<file path="config.mk">
export PLATFORM = sky130hd
export DESIGN_NAME = length_framed_request_acker_top_flat
export DESIGN_NICKNAME = d
export VERILOG_FILES = /design/src/hw/rtl/lfra_pkg.sv /design/src/hw/rtl/lfra_if.sv /design/src/hw/rtl/lfra_front.sv /design/src/hw/rtl/lfra_queue.sv /design/src/hw/rtl/lfra_back.sv /design/src/hw/rtl/length_framed_request_acker_top.sv /design/src/flat_wrapper.sv
export SDC_FILE = /design/constraint.sdc
export NUM_CORES = 1
export LEC_CHECK = 0
export ABC_AREA = 1
export BUFFER_PORTS_ARGS = -buffer_cell sky130_fd_sc_hd__buf_2
export CORE_AREA = 2 2 143 145
export CTS_BUF_LIST = sky130_fd_sc_hd__clkbuf_16
export CTS_CLUSTER_SIZE = 24
export DETAILED_ROUTE_END_ITERATION = 12
export DIE_AREA = 0 0 145 147
export GPL_TIMING_DRIVEN = 0
export PLACE_DENSITY = 0.81
export SKIP_CTS_REPAIR_TIMING = 1
export SLEW_MARGIN = 20
export SYNTH_ARGS = -nofsm -noshare
export SYNTH_HDL_FRONTEND = slang
export SYNTH_SLANG_ARGS = --single-unit
</file>
<file path="constraint.sdc">
create_clock -name clock -period 3.4 [get_ports clock]
set_clock_uncertainty 0.1 [all_clocks]
set_input_delay 0.17 -clock clock [delete_from_list [all_inputs] [get_ports clock]]
set_output_delay 0.17 -clock clock [all_outputs]
set_load 0.05 [all_outputs]
</file>
<file path="src/hw/rtl/lfra_pkg.sv">
`timescale 1ns / 1ps
`default_nettype none
// ---------------------------------------------------------------------------
// Length-framed request acker package
// Shared types and constants for the request parser, the response queue and
// the response serializer.
// ---------------------------------------------------------------------------
package lfra_pkg;

   // Framing constants.
   localparam logic [31:0] MIN_LENGTH   = 32'd10;
   localparam logic [31:0] PREFIX_BYTES = 32'd4;

   // Request type range that is answered.
   localparam logic [7:0] TYPE_FIRST = 8'h01;
   localparam logic [7:0] TYPE_LAST  = 8'h04;

   // Response byte contents.
   localparam logic [7:0] ACK_FLAG        = 8'h80;
   localparam logic [7:0] RESP_LENGTH_LSB = 8'h0a;
   localparam logic [7:0] ZERO_BYTE       = 8'h00;

   // Positions inside the 14-byte response.
   localparam int unsigned RESP_BYTES = 14;
   localparam int unsigned POS_W      = $clog2(RESP_BYTES);
   localparam logic [POS_W-1:0] POS_LENGTH_LSB = POS_W'(3);
   localparam logic [POS_W-1:0] POS_TYPE       = POS_W'(4);
   localparam logic [POS_W-1:0] POS_SEQ3       = POS_W'(6);
   localparam logic [POS_W-1:0] POS_SEQ2       = POS_W'(7);
   localparam logic [POS_W-1:0] POS_SEQ1       = POS_W'(8);
   localparam logic [POS_W-1:0] POS_SEQ0       = POS_W'(9);
   localparam logic [POS_W-1:0] POS_LAST       = POS_W'(RESP_BYTES - 1);

   // Body offsets that are kept; offsets at or past OFF_SKIP are dropped.
   localparam logic [2:0] OFF_TYPE      = 3'd0;
   localparam logic [2:0] OFF_SEQ_FIRST = 3'd2;
   localparam logic [2:0] OFF_SEQ_LAST  = 3'd5;
   localparam logic [2:0] OFF_SKIP      = 3'd6;

   // Response queue size.
   localparam int unsigned QUEUE_DEPTH = 2;
   localparam int unsigned QPTR_W      = $clog2(QUEUE_DEPTH);
   localparam int unsigned QCNT_W      = $clog2(QUEUE_DEPTH + 1);

   // One pending response.
   typedef struct packed {
      logic [7:0]  req_type;
      logic [31:0] seq_num;
   } desc_type;

endpackage
`default_nettype wire

</file>
<file path="src/hw/rtl/lfra_if.sv">
`timescale 1ns / 1ps
`default_nettype none
// ---------------------------------------------------------------------------
// Length-framed request acker channels
// Valid/ready channels for received request bytes and response bytes.
// ---------------------------------------------------------------------------
interface lfra_req_if;
   logic       valid;
   logic       ready;
   logic [7:0] rx_byte;

   modport source  (output valid, output rx_byte, input ready);
   modport sink    (input valid, input rx_byte, output ready);
   modport monitor (input valid, input rx_byte, input ready);
endinterface

interface lfra_rsp_if;
   logic       valid;
   logic       ready;
   logic [7:0] tx_byte;
   logic       frame_end;

   modport source  (output valid, output tx_byte, output frame_end, input ready);
   modport sink    (input valid, input tx_byte, input frame_end, output ready);
   modport monitor (input valid, input tx_byte, input frame_end, input ready);
endinterface
`default_nettype wire

</file>
<file path="src/hw/rtl/lfra_front.sv">
`timescale 1ns / 1ps
`default_nettype none
// ---------------------------------------------------------------------------
// Length-framed request acker front end
// Parses the length prefix and request body and queues one descriptor for
// every complete request with a known type.
// ---------------------------------------------------------------------------
module lfra_front (
   input  wire logic              clock,
   input  wire logic              reset,
   lfra_req_if.sink               req_bus,
   output lfra_pkg::desc_type     push_desc,
   output logic                   push_valid,
   input  wire logic              push_ready
);

   typedef enum logic [1:0] {
      PH_LENGTH,
      PH_BODY,
      PH_HALT
   } phase_type;

   phase_type   phase_ff, phase_in;
   logic [1:0]  len_cnt_ff, len_cnt_in;
   logic [23:0] length_ff, length_in;
   logic [31:0] remain_ff, remain_in;
   logic [2:0]  offset_ff, offset_in;
   logic [7:0]  type_ff, type_in;
   logic [31:0] seq_ff, seq_in;
   logic        take;
   logic [31:0] full_length;
   logic        body_last;
   logic        type_known;

   // A byte is taken only while the queue can absorb a descriptor.
   assign req_bus.ready = push_ready;
   assign take          = req_bus.valid && push_ready;

   assign full_length = {length_ff, req_bus.rx_byte};
   assign body_last   = (remain_ff == 32'd1);
   assign type_known  = (type_ff >= lfra_pkg::TYPE_FIRST) &&
                        (type_ff <= lfra_pkg::TYPE_LAST);

   // Next-state logic of the parser.
   always_comb begin
      phase_in   = phase_ff;
      len_cnt_in = len_cnt_ff;
      length_in  = length_ff;
      remain_in  = remain_ff;
      offset_in  = offset_ff;
      type_in    = type_ff;
      seq_in     = seq_ff;
      push_valid = 1'b0;
      if (take) begin
         case (phase_ff)
            PH_LENGTH: begin
               length_in  = full_length[23:0];
               len_cnt_in = len_cnt_ff + 2'd1;
               if (len_cnt_ff == 2'd3) begin
                  offset_in = lfra_pkg::OFF_TYPE;
                  type_in   = '0;
                  seq_in    = '0;
                  remain_in = full_length - lfra_pkg::PREFIX_BYTES;
                  if (full_length < lfra_pkg::MIN_LENGTH) begin
                     phase_in = PH_HALT;
                  end else begin
                     phase_in = PH_BODY;
                  end
               end
            end
            PH_BODY: begin
               if (offset_ff == lfra_pkg::OFF_TYPE) begin
                  type_in = req_bus.rx_byte;
               end
               if ((offset_ff >= lfra_pkg::OFF_SEQ_FIRST) &&
                   (offset_ff <= lfra_pkg::OFF_SEQ_LAST)) begin
                  seq_in = {seq_ff[23:0], req_bus.rx_byte};
               end
               if (offset_ff != lfra_pkg::OFF_SKIP) begin
                  offset_in = offset_ff + 3'd1;
               end
               remain_in = remain_ff - 32'd1;
               // The body is at least six bytes, so the type is known here.
               if (body_last) begin
                  push_valid = type_known;
                  phase_in   = PH_LENGTH;
                  len_cnt_in = '0;
               end
            end
            default: begin
               phase_in = phase_ff;
            end
         endcase
      end
   end

   assign push_desc.req_type = type_ff;
   assign push_desc.seq_num  = seq_in;

   // Parser registers.
   always_ff @(posedge clock) begin
      if (reset) begin
         phase_ff   <= PH_LENGTH;
         len_cnt_ff <= '0;
         length_ff  <= '0;
         remain_ff  <= '0;
         offset_ff  <= '0;
         type_ff    <= '0;
         seq_ff     <= '0;
      end else begin
         phase_ff   <= phase_in;
         len_cnt_ff <= len_cnt_in;
         length_ff  <= length_in;
         remain_ff  <= remain_in;
         offset_ff  <= offset_in;
         type_ff    <= type_in;
         seq_ff     <= seq_in;
      end
   end

endmodule
`default_nettype wire

</file>
<file path="src/hw/rtl/lfra_queue.sv">
`timescale 1ns / 1ps
`default_nettype none
// ---------------------------------------------------------------------------
// Length-framed request acker response queue
// Small descriptor queue that decouples the parser from the serializer.
// ---------------------------------------------------------------------------
module lfra_queue (
   input  wire logic              clock,
   input  wire logic              reset,
   input  wire lfra_pkg::desc_type push_desc,
   input  wire logic              push_valid,
   output logic                   push_ready,
   output lfra_pkg::desc_type     pop_desc,
   output logic                   pop_valid,
   input  wire logic              pop_ready
);

   lfra_pkg::desc_type entries_ff [lfra_pkg::QUEUE_DEPTH];
   logic [lfra_pkg::QPTR_W-1:0] wr_ptr_ff, wr_ptr_in;
   logic [lfra_pkg::QPTR_W-1:0] rd_ptr_ff, rd_ptr_in;
   logic [lfra_pkg::QCNT_W-1:0] count_ff, count_in;
   logic push_fire;
   logic pop_fire;

   assign push_ready = (count_ff != lfra_pkg::QCNT_W'(lfra_pkg::QUEUE_DEPTH));
   assign pop_valid  = (count_ff != '0);
   assign pop_desc   = entries_ff[rd_ptr_ff];
   assign push_fire  = push_valid && push_ready;
   assign pop_fire   = pop_valid && pop_ready;

   // Pointer and occupancy update.
   always_comb begin
      wr_ptr_in = wr_ptr_ff;
      rd_ptr_in = rd_ptr_ff;
      count_in  = count_ff;
      if (push_fire) begin
         if (wr_ptr_ff == lfra_pkg::QPTR_W'(lfra_pkg::QUEUE_DEPTH - 1)) begin
            wr_ptr_in = '0;
         end else begin
            wr_ptr_in = wr_ptr_ff + lfra_pkg::QPTR_W'(1);
         end
      end
      if (pop_fire) begin
         if (rd_ptr_ff == lfra_pkg::QPTR_W'(lfra_pkg::QUEUE_DEPTH - 1)) begin
            rd_ptr_in = '0;
         end else begin
            rd_ptr_in = rd_ptr_ff + lfra_pkg::QPTR_W'(1);
         end
      end
      if (push_fire && !pop_fire) begin
         count_in = count_ff + lfra_pkg::QCNT_W'(1);
      end else if (pop_fire && !push_fire) begin
         count_in = count_ff - lfra_pkg::QCNT_W'(1);
      end
   end

   // Control registers.
   always_ff @(posedge clock) begin
      if (reset) begin
         wr_ptr_ff <= '0;
         rd_ptr_ff <= '0;
         count_ff  <= '0;
      end else begin
         wr_ptr_ff <= wr_ptr_in;
         rd_ptr_ff <= rd_ptr_in;
         count_ff  <= count_in;
      end
   end

   // Descriptor storage.
   always_ff @(posedge clock) begin
      if (push_fire) begin
         entries_ff[wr_ptr_ff] <= push_desc;
      end
   end

endmodule
`default_nettype wire

</file>
<file path="src/hw/rtl/lfra_back.sv">
`timescale 1ns / 1ps
`default_nettype none
// ---------------------------------------------------------------------------
// Length-framed request acker back end
// Serializes one queued descriptor into the 14-byte response frame.
// ---------------------------------------------------------------------------
module lfra_back (
   input  wire logic              clock,
   input  wire logic              reset,
   input  wire lfra_pkg::desc_type pop_desc,
   input  wire logic              pop_valid,
   output logic                   pop_ready,
   lfra_rsp_if.source             rsp_bus
);

   logic                         busy_ff, busy_in;
   logic [lfra_pkg::POS_W-1:0]   pos_ff, pos_in;
   lfra_pkg::desc_type           desc_ff, desc_in;
   logic                         out_fire;
   logic                         at_last;

   assign out_fire  = busy_ff && rsp_bus.ready;
   assign at_last   = (pos_ff == lfra_pkg::POS_LAST);
   // Load a new frame when idle or as the last byte of the current one leaves.
   assign pop_ready = !busy_ff || (out_fire && at_last);

   always_comb begin
      busy_in = busy_ff;
      pos_in  = pos_ff;
      desc_in = desc_ff;
      if (out_fire) begin
         pos_in = pos_ff + lfra_pkg::POS_W'(1);
         if (at_last) begin
            busy_in = 1'b0;
         end
      end
      if (pop_ready && pop_valid) begin
         busy_in = 1'b1;
         pos_in  = '0;
         desc_in = pop_desc;
      end
   end

   // Byte selection for the current position of the frame.
   always_comb begin
      case (pos_ff)
         lfra_pkg::POS_LENGTH_LSB: rsp_bus.tx_byte = lfra_pkg::RESP_LENGTH_LSB;
         lfra_pkg::POS_TYPE:       rsp_bus.tx_byte = desc_ff.req_type + lfra_pkg::ACK_FLAG;
         lfra_pkg::POS_SEQ3:       rsp_bus.tx_byte = desc_ff.seq_num[31:24];
         lfra_pkg::POS_SEQ2:       rsp_bus.tx_byte = desc_ff.seq_num[23:16];
         lfra_pkg::POS_SEQ1:       rsp_bus.tx_byte = desc_ff.seq_num[15:8];
         lfra_pkg::POS_SEQ0:       rsp_bus.tx_byte = desc_ff.seq_num[7:0];
         default:                  rsp_bus.tx_byte = lfra_pkg::ZERO_BYTE;
      endcase
   end

   assign rsp_bus.valid     = busy_ff;
   assign rsp_bus.frame_end = at_last;

   // Serializer registers.
   always_ff @(posedge clock) begin
      if (reset) begin
         busy_ff <= 1'b0;
         pos_ff  <= '0;
      end else begin
         busy_ff <= busy_in;
         pos_ff  <= pos_in;
      end
   end

   always_ff @(posedge clock) begin
      desc_ff <= desc_in;
   end

endmodule
`default_nettype wire

</file>
<file path="src/hw/rtl/length_framed_request_acker_top.sv">
`timescale 1ns / 1ps
`default_nettype none
// ---------------------------------------------------------------------------
// Length-framed request acker
// Answers length-framed requests of type 1 to 4 with a 14-byte response.
// ---------------------------------------------------------------------------
// Usage:
//   req_bus carries one received request byte per transaction. Each request
//   is a 4-byte big-endian length followed by length-4 body bytes. A length
//   below 10 halts the parser; later bytes are accepted and dropped until
//   reset.
//   rsp_bus carries one response byte per transaction, frame_end set on the
//   fourteenth byte of each response.
// Timing:
//   The parser takes one byte per cycle while the response queue has room.
//   The first response byte is offered once the descriptor has been written
//   to the queue and loaded into the serializer; frames then stream back to
//   back at one byte per cycle while the receiver is ready. A shortest
//   request is ten bytes in and fourteen out, so the serializer limits it.
// Reset and stalls:
//   Synchronous reset clears the parser, the two-entry response queue and
//   the serializer. When the receiver stalls, the queue fills and req_bus
//   ready drops until a queue entry frees up.
// ---------------------------------------------------------------------------
module length_framed_request_acker_top (
   input  wire logic   clock,
   input  wire logic   reset,
   lfra_req_if.sink    req_bus,
   lfra_rsp_if.source  rsp_bus
);

   lfra_pkg::desc_type push_desc;
   lfra_pkg::desc_type pop_desc;
   logic push_valid;
   logic push_ready;
   logic pop_valid;
   logic pop_ready;

   lfra_front u_front (
      .clock      (clock),
      .reset      (reset),
      .req_bus    (req_bus),
      .push_desc  (push_desc),
      .push_valid (push_valid),
      .push_ready (push_ready)
   );

   lfra_queue u_queue (
      .clock      (clock),
      .reset      (reset),
      .push_desc  (push_desc),
      .push_valid (push_valid),
      .push_ready (push_ready),
      .pop_desc   (pop_desc),
      .pop_valid  (pop_valid),
      .pop_ready  (pop_ready)
   );

   lfra_back u_back (
      .clock     (clock),
      .reset     (reset),
      .pop_desc  (pop_desc),
      .pop_valid (pop_valid),
      .pop_ready (pop_ready),
      .rsp_bus   (rsp_bus)
   );

endmodule
`default_nettype wire

</file>
<file path="src/flat_wrapper.sv">
// flat-port wrapper written by rule: the top's interface ports become plain ports
module length_framed_request_acker_top_flat 
  (clock, reset, req_bus_valid, req_bus_rx_byte, req_bus_ready, rsp_bus_valid, rsp_bus_tx_byte, rsp_bus_frame_end, rsp_bus_ready);
  lfra_req_if req_bus_i ();
  lfra_rsp_if rsp_bus_i ();
  input  wire logic clock;
  input  wire logic reset;
  input wire logic [$bits(req_bus_i.valid)-1:0] req_bus_valid;
  input wire logic [$bits(req_bus_i.rx_byte)-1:0] req_bus_rx_byte;
  output wire logic [$bits(req_bus_i.ready)-1:0] req_bus_ready;
  output wire logic [$bits(rsp_bus_i.valid)-1:0] rsp_bus_valid;
  output wire logic [$bits(rsp_bus_i.tx_byte)-1:0] rsp_bus_tx_byte;
  output wire logic [$bits(rsp_bus_i.frame_end)-1:0] rsp_bus_frame_end;
  input wire logic [$bits(rsp_bus_i.ready)-1:0] rsp_bus_ready;
  assign req_bus_i.valid = req_bus_valid;
  assign req_bus_i.rx_byte = req_bus_rx_byte;
  assign req_bus_ready = req_bus_i.ready;
  assign rsp_bus_valid = rsp_bus_i.valid;
  assign rsp_bus_tx_byte = rsp_bus_i.tx_byte;
  assign rsp_bus_frame_end = rsp_bus_i.frame_end;
  assign rsp_bus_i.ready = rsp_bus_ready;
  length_framed_request_acker_top u_core (.clock(clock), .reset(reset), .req_bus(req_bus_i), .rsp_bus(rsp_bus_i));
endmodule
</file>
Word level (Yosys, flattened, before mapping)

Memories as Yosys holds them, arrays and structs flattened. A register that Yosys moved wholly into a read port is not among the register bits.
Cells that the tools add are included.

RAM bits: 80
Memories: 1
Register bits: 112
Output and inout port bits: 11

$add $sub $neg: 10
Order comparisons: 5
Reduce and logical (&&, ||, !) cells: 28
Multiplexer cells: 30
Eq/ne operators: 16

Memory list:

| name                      | depth | width | rd ports | clocked after memory_dff | wr ports | RTL line         | source |
|---|---|---|---|---|---|---|---|
| u_core.u_queue.entries_ff | 2     | 40    | 1        | 1                        | 1        | lfra_queue.sv:18 | `lfra_pkg::desc_type entries_ff [lfra_pkg::QUEUE_DEPTH];` |

Operators with widths:

| kind                                                           | count |
|---|---|
| 2-to-1 mux 32 bit                                              | 4 |
| case mux 32 bit (2 select lines)                               | 2 |
| case mux 8 bit (6 select lines)                                | 1 |
| equality test 32 x 1 -> 1 bit, second input constant           | 1 |
| less-than comparator 32 x 4 -> 1 bit, second input constant    | 1 |
| subtractor 32 x 1 -> 32 bit, second input constant             | 1 |
| subtractor 32 x 3 -> 32 bit, second input constant             | 1 |
| 2-to-1 mux 8 bit                                               | 2 |
| case mux 8 bit (2 select lines)                                | 1 |
| equality test 4 x 3 -> 1 bit, second input constant            | 3 |
| equality test 4 bit, second input constant                     | 3 |
| AND reduction 4 bit                                            | 3 |
| 2-to-1 mux 1 bit                                               | 10 |
| 2-to-1 mux 2 bit                                               | 5 |
| != test 2 bit, second input constant                           | 5 |
| nonzero test 2 bit                                             | 5 |
| logical AND 1 bit                                              | 9 |
| adder 8 bit, second input constant                             | 1 |
| >= comparator 8 x 1 -> 1 bit, second input constant            | 1 |
| less-or-equal comparator 8 x 3 -> 1 bit, second input constant | 1 |
| case mux 2 bit (2 select lines)                                | 2 |
| 2-to-1 mux 3 bit                                               | 2 |
| case mux 3 bit (2 select lines)                                | 1 |
| AND reduction 3 bit                                            | 2 |
| other kinds (17)                                               | 22 |

Depth between registers and ports, before layout

Depth after elaboration: 10
Mapped depth: 13
Mapped depth without buffers: 13

Cells and area by module

Synthesis repeated with hierarchy kept, for this count alone.

Cells, all modules: 1,305
Area total of the unflattened synthesis: 11,190.7 sq um

By module, submodules not included:

| module     | times used | cells an instance | area an instance (sq um) | sequential area each (sq um) |
|---|---|---|---|---|
| lfra_front | 1          | 973               | 6,147.1                  | 2,062.0 |
| lfra_queue | 1          | 161               | 3,136.8                  | 2,502.4 |
| lfra_back  | 1          | 171               | 1,906.8                  | 1,301.2 |

Least setup slack after synthesis

OpenSTA, ideal clock, no wires.

Path kind: reg-to-reg
Start: register u_core.u_queue.count_ff[0] (netlist name)
End: memory u_core.u_queue.entries_ff[0][0] (netlist name), enable pin
Data required time: 2.863 ns
Path buffers: 0
Path slack: -0.058 ns
Arrival time: 2.921 ns
Clock period less this slack: 3.458 ns
Library setup time: 0.437 ns
Stages on the path, launching flop included: 9
Path through: dfxtp_1 > inv_2 > nand2_2 > nand2_4 > inv_2 > nand2_1 > nor3_1 > nand2_1 > nor2_1

Longest elaborated chain between the ends: 6

RTL lines:

| item                                       | RTL line           | source |
|---|---|---|
| start, declared                            | lfra_queue.sv:21   | `logic [lfra_pkg::QCNT_W-1:0] count_ff, count_in;` |
| start signal, assigned                     | lfra_queue.sv:66   | `count_ff <= count_in;` |
| != test 2 bit (*)                          | lfra_queue.sv:25   | `assign push_ready = (count_ff != lfra_pkg::QCNT_W'(lfra_pkg::QUEUE_DEPTH));` |
| via req_bus_ready                          | flat_wrapper.sv:10 | `output wire logic [$bits(req_bus_i.ready)-1:0] req_bus_ready;` |
| logical AND 1 bit                          | lfra_front.sv:37   | `assign take = req_bus.valid && push_ready;` |
| 2-to-1 mux 1 bit                           | lfra_front.sv:54   | `if (take) begin` |
| logical AND 1 bit (*)                      | lfra_queue.sv:28   | `assign push_fire = push_valid && push_ready;` |
| 2-to-1 mux 1 bit (*)                       | lfra_queue.sv:72   | `if (push_fire) begin` |
| 2-to-1 mux 1 bit (not written as such) (*) | lfra_queue.sv:73   | `entries_ff[wr_ptr_ff] <= push_desc;` |
| end, declared                              | lfra_queue.sv:18   |  |

The timed path passes the listed nets; every way through them passes the cells marked *.

Worst setup path in the final report

Start: register u_core.u_front.remain_ff[12]
End: memory u_core.u_queue.entries_ff[0][16] (netlist name), enable pin

Longest elaborated chain between the ends: 7

RTL lines:

| item                                   | RTL line          | source |
|---|---|---|
| start, declared                        | lfra_front.sv:26  | `logic [31:0] remain_ff, remain_in;` |
| start signal, assigned                 | lfra_front.sv:114 | `remain_ff <= remain_in;` |
| equality test 32 x 1 -> 1 bit          | lfra_front.sv:40  | `assign body_last = (remain_ff == 32'd1);` |
| 2-to-1 mux 1 bit                       | lfra_front.sv:84  | `if (body_last) begin` |
| 2-to-1 mux 1 bit                       | lfra_front.sv:55  | `case (phase_ff)` |
| 2-to-1 mux 1 bit                       | lfra_front.sv:54  |  |
| logical AND 1 bit                      | lfra_queue.sv:28  |  |
| 2-to-1 mux 1 bit                       | lfra_queue.sv:72  |  |
| 2-to-1 mux 1 bit (not written as such) | lfra_queue.sv:73  |  |

Every way passes these cells.

==> summary.md <==
| Metric | Value |
|---|---|
| Status | `complete, but fails checks` |
| Failing checks | `negative hold slack` |
| Final HPWL DP | `20300 microns` |
| Setup TNS | `0 ns` |
| Main area contributors after synthesis | `edfxtp_1 (32%), dfxtp_1 (20%), nand2_1 (11%)` |
| Yosys top cell area share | `32.4%` |
| Final Cycle Share | `85.3%` |
| Cell taking the most area after synthesis | `edfxtp_1` |
| Fillers | `1654` |
| Synthesized area | `11100 sq um` |
| Initial drt markers | `760` |
| Commonest non-fill, non-tap cell in the layout | `nand2_1` |
| CORE AREA | `19800 sq um` |
| Max-cap viol count | `0` |
| CTS buffer count | `24` |
| Clk_lat worst skew | `0.53 ns` |
| Antenna violations before repair | `0` |
| Clock share of power | `32.2%` |
| CP startpoint kind | `register` |
| Worst Tran Pin Value | `0.793 ns` |
| Routed wire length | `28500 microns` |
| Final Setup Violations | `0` |
| Crit end category | `register` |
| Hold Vio Cnt, Final | `1` |
| Rows | `52` |
| Post-Syn Nets | `1366` |
| Slew Viols, Final | `0` |
| Clock-pin slew on the worst setup and hold paths | `0.06 ns` |
| GRT Resource Usage Total | `26.5%` |
| Sw Share | `32.3%` |
| First-pass GRT wire length | `45000 microns` |
| DR vias | `9298` |
| RD Place Congestion | `0.939` |
| FF+latch area | `5850 sq um` |
| Vias in the first global route | `8870` |
| Antenna cell count | `0` |
| Ys flop type | `edfxtp_1` |
| Crit-path max FO | `27` |
| DRC violations left | `0` |
| P_leak | `5.09 nW` |
| WL per Instance | `16.9 microns` |
| Worst min path class | `input pin to register` |
| CTS root buf | `clkbuf_16` |
| Max_slew headroom | `47.1%` |
| Largest net degree at the start of global routing | `41` |
| CP Data Arrival Time | `3.00 ns` |
| Synth Area per Inst | `8.30 sq um` |
| Port Buffers | `22` |
| Post-synthesis cell type count | `44` |
| Initial Utilization | `56.0%` |
| Register area share after synthesis | `52.6%` |
| Most frequent cells in the layout | `nand2_1 (337), inv_1 (155), nor2_1 (146)` |
| #FFs+latches synth | `232` |
| Post-synth EDFFs | `120` |
| Worst Path Required | `3.50 ns` |
| Share of layout cells above drive strength 1 | `10.8%` |
| Post-synthesis async set-or-reset flop share | `0%` |
| PwrDens | `595 nW/um^2` |
| Boundary pin count | `23` |
| Reg power frac | `47.4%` |
| Full die area | `21300 sq um` |
| Final ANT Viol Nets | `0` |
| F_max | `345 MHz` |
| Combinational share of power | `20.4%` |
| # nets final | `1425` |
| Post-layout min period | `2.90 ns` |
| RSZ-0062 raised after global routing | `no` |
| Maximum VDD drop | `0.368 mV` |
| TritonCTS Sinks | `232` |
| Area Growth Syn to Fin | `11.7%` |
| Crit Path Category | `register to register` |
| Synth warn | `0` |
| GR Overflow Total | `0` |
| Multi-input logic area | `4410 sq um` |
| Buffer levels on the longest clock path | `3` |
| Sw Pwr | `2.39 mW` |
| Detailed Routing Iterations Pass 1 | `6` |
| CTS tree | `built` |
| Overall Power | `7.39 mW` |
| Power Internal | `5.01 mW` |
| Die Wd | `145 microns` |
| WHS | `-0.00327 ns` |
| Routed vias/inst | `5.51` |
| Htree depth | `1` |
| Die height | `147 microns` |
| Post-Synthesis Cells | `1339` |
[final timing paths]
check	slack, ns	depth (start not counted)	endpoint	startpoint
setup / recovery	0.50	8	u_core.u_queue.entries_ff[0][16]	u_core.u_front.remain_ff[12]
hold / removal	-0.003	4	u_core.u_front.len_cnt_ff[0]	req_bus_valid
setup reg to reg	0.50	8	u_core.u_queue.entries_ff[0][16]	u_core.u_front.remain_ff[12]
hold reg to reg	0.38	0	u_core.u_queue.entries_ff[0][38]	u_core.u_front.type_ff[6]
[cells in the mapped netlist, drive strengths merged, types with 2 or more instances]
| master | number |
|---|---|
| a211oi | 5 |
| nand3 | 104 |
| edfxtp | 120 |
| nor2 | 169 |
| or2 | 2 |
| o22ai | 32 |
| a221oi | 4 |
| o21ai | 69 |
| o211ai | 5 |
| and2 | 2 |
| inv | 178 |
| xor2 | 14 |
| o31ai | 2 |
| ha | 15 |
| nand3b | 3 |
| clkbuf | 24 |
| o21a | 2 |
| nor3 | 6 |
| dfxtp | 112 |
| a31oi | 4 |
| nand2 | 341 |
| nand4 | 19 |
| a21oi | 82 |
| buf | 19 |
[worst max-delay path, stage by stage (launching register included)]
cell and delay [ns]:
dfxtp_1 0.35, nor2_1 0.18, nand2_1 0.12, nor2_1 0.19, inv_1 0.09, nor3_1 0.49, nand2_1 0.32, nor2_4 0.45
buf_12 0.26
[layer usage]
metal	share of wire [%]	vias up	global-route usage (%)
li1	-	4514	-
met1	40	4337	32.5
met2	48	352	45.4
met3	6.5	95	4.01
met4	5.4	0	14.5
met5	0	-	0
[cell type report]
class                      instances  area share, %
buffer                            43           1.66
clock buffer                      24           4.83
inverter                         179           5.43
multi-input combinational        885           35.5
sequential                       232           47.1
clock inverter                    20          0.876
timing repair buffer              33           1.93
tap                              270           2.72
[through the flow]
step,hold slack [ns],std cells,utilization (%),setup slack (ns),cell area (sq um)
floorplan,0.211,1339,-,-0.0583,11100
global placement,0.345,1631,58.3,-1.29,11600
detailed placement,0.354,1633,58.6,0.580,11600
CTS,-0.162,1677,62.1,0.547,12300
global route,0.0184,1686,62.6,0.229,12400
finish,-0.00327,1686,62.6,0.499,12400
[state kept, by name (all words and copies together), names as in the netlist, 2 cells and up]
register and cells:
u_core.u_queue.entries_ff 80, u_core.u_back.desc_ff 40, u_core.u_front.remain_ff 32, u_core.u_front.seq_ff 32, u_core.u_front.length_ff 24, u_core.u_front.type_ff 8
u_core.u_back.pos_ff 4, u_core.u_front.offset_ff 3, u_core.u_front.len_cnt_ff 2, u_core.u_front.phase_ff 2, u_core.u_queue.count_ff 2
[logic make-up after synthesis]
group / after synthesis / synth area share [%]
AND/OR/NAND/NOR: 648 / 24.9
flip-flops: 232 / 52.6
buffers and inverters: 222 / 7.92
AO/OA/AOI/OAI: 207 / 11.7
XOR/XNOR: 15 / 1.18
adder cells (fa/ha/maj): 15 / 1.69
[power groups by stage]
stage	Clock [mW]	Sequential (mW)	Combinational, mW
2_1_floorplan	0	3.49	1.06
3_3_place_gp	0	3.57	1.45
3_5_place_dp	0	3.56	1.48
4_1_cts	2.40	3.50	1.49
5_1_grt	2.51	3.53	1.70
6_report	2.38	3.51	1.51
Note: power is estimated with default switching activity, not from simulation.
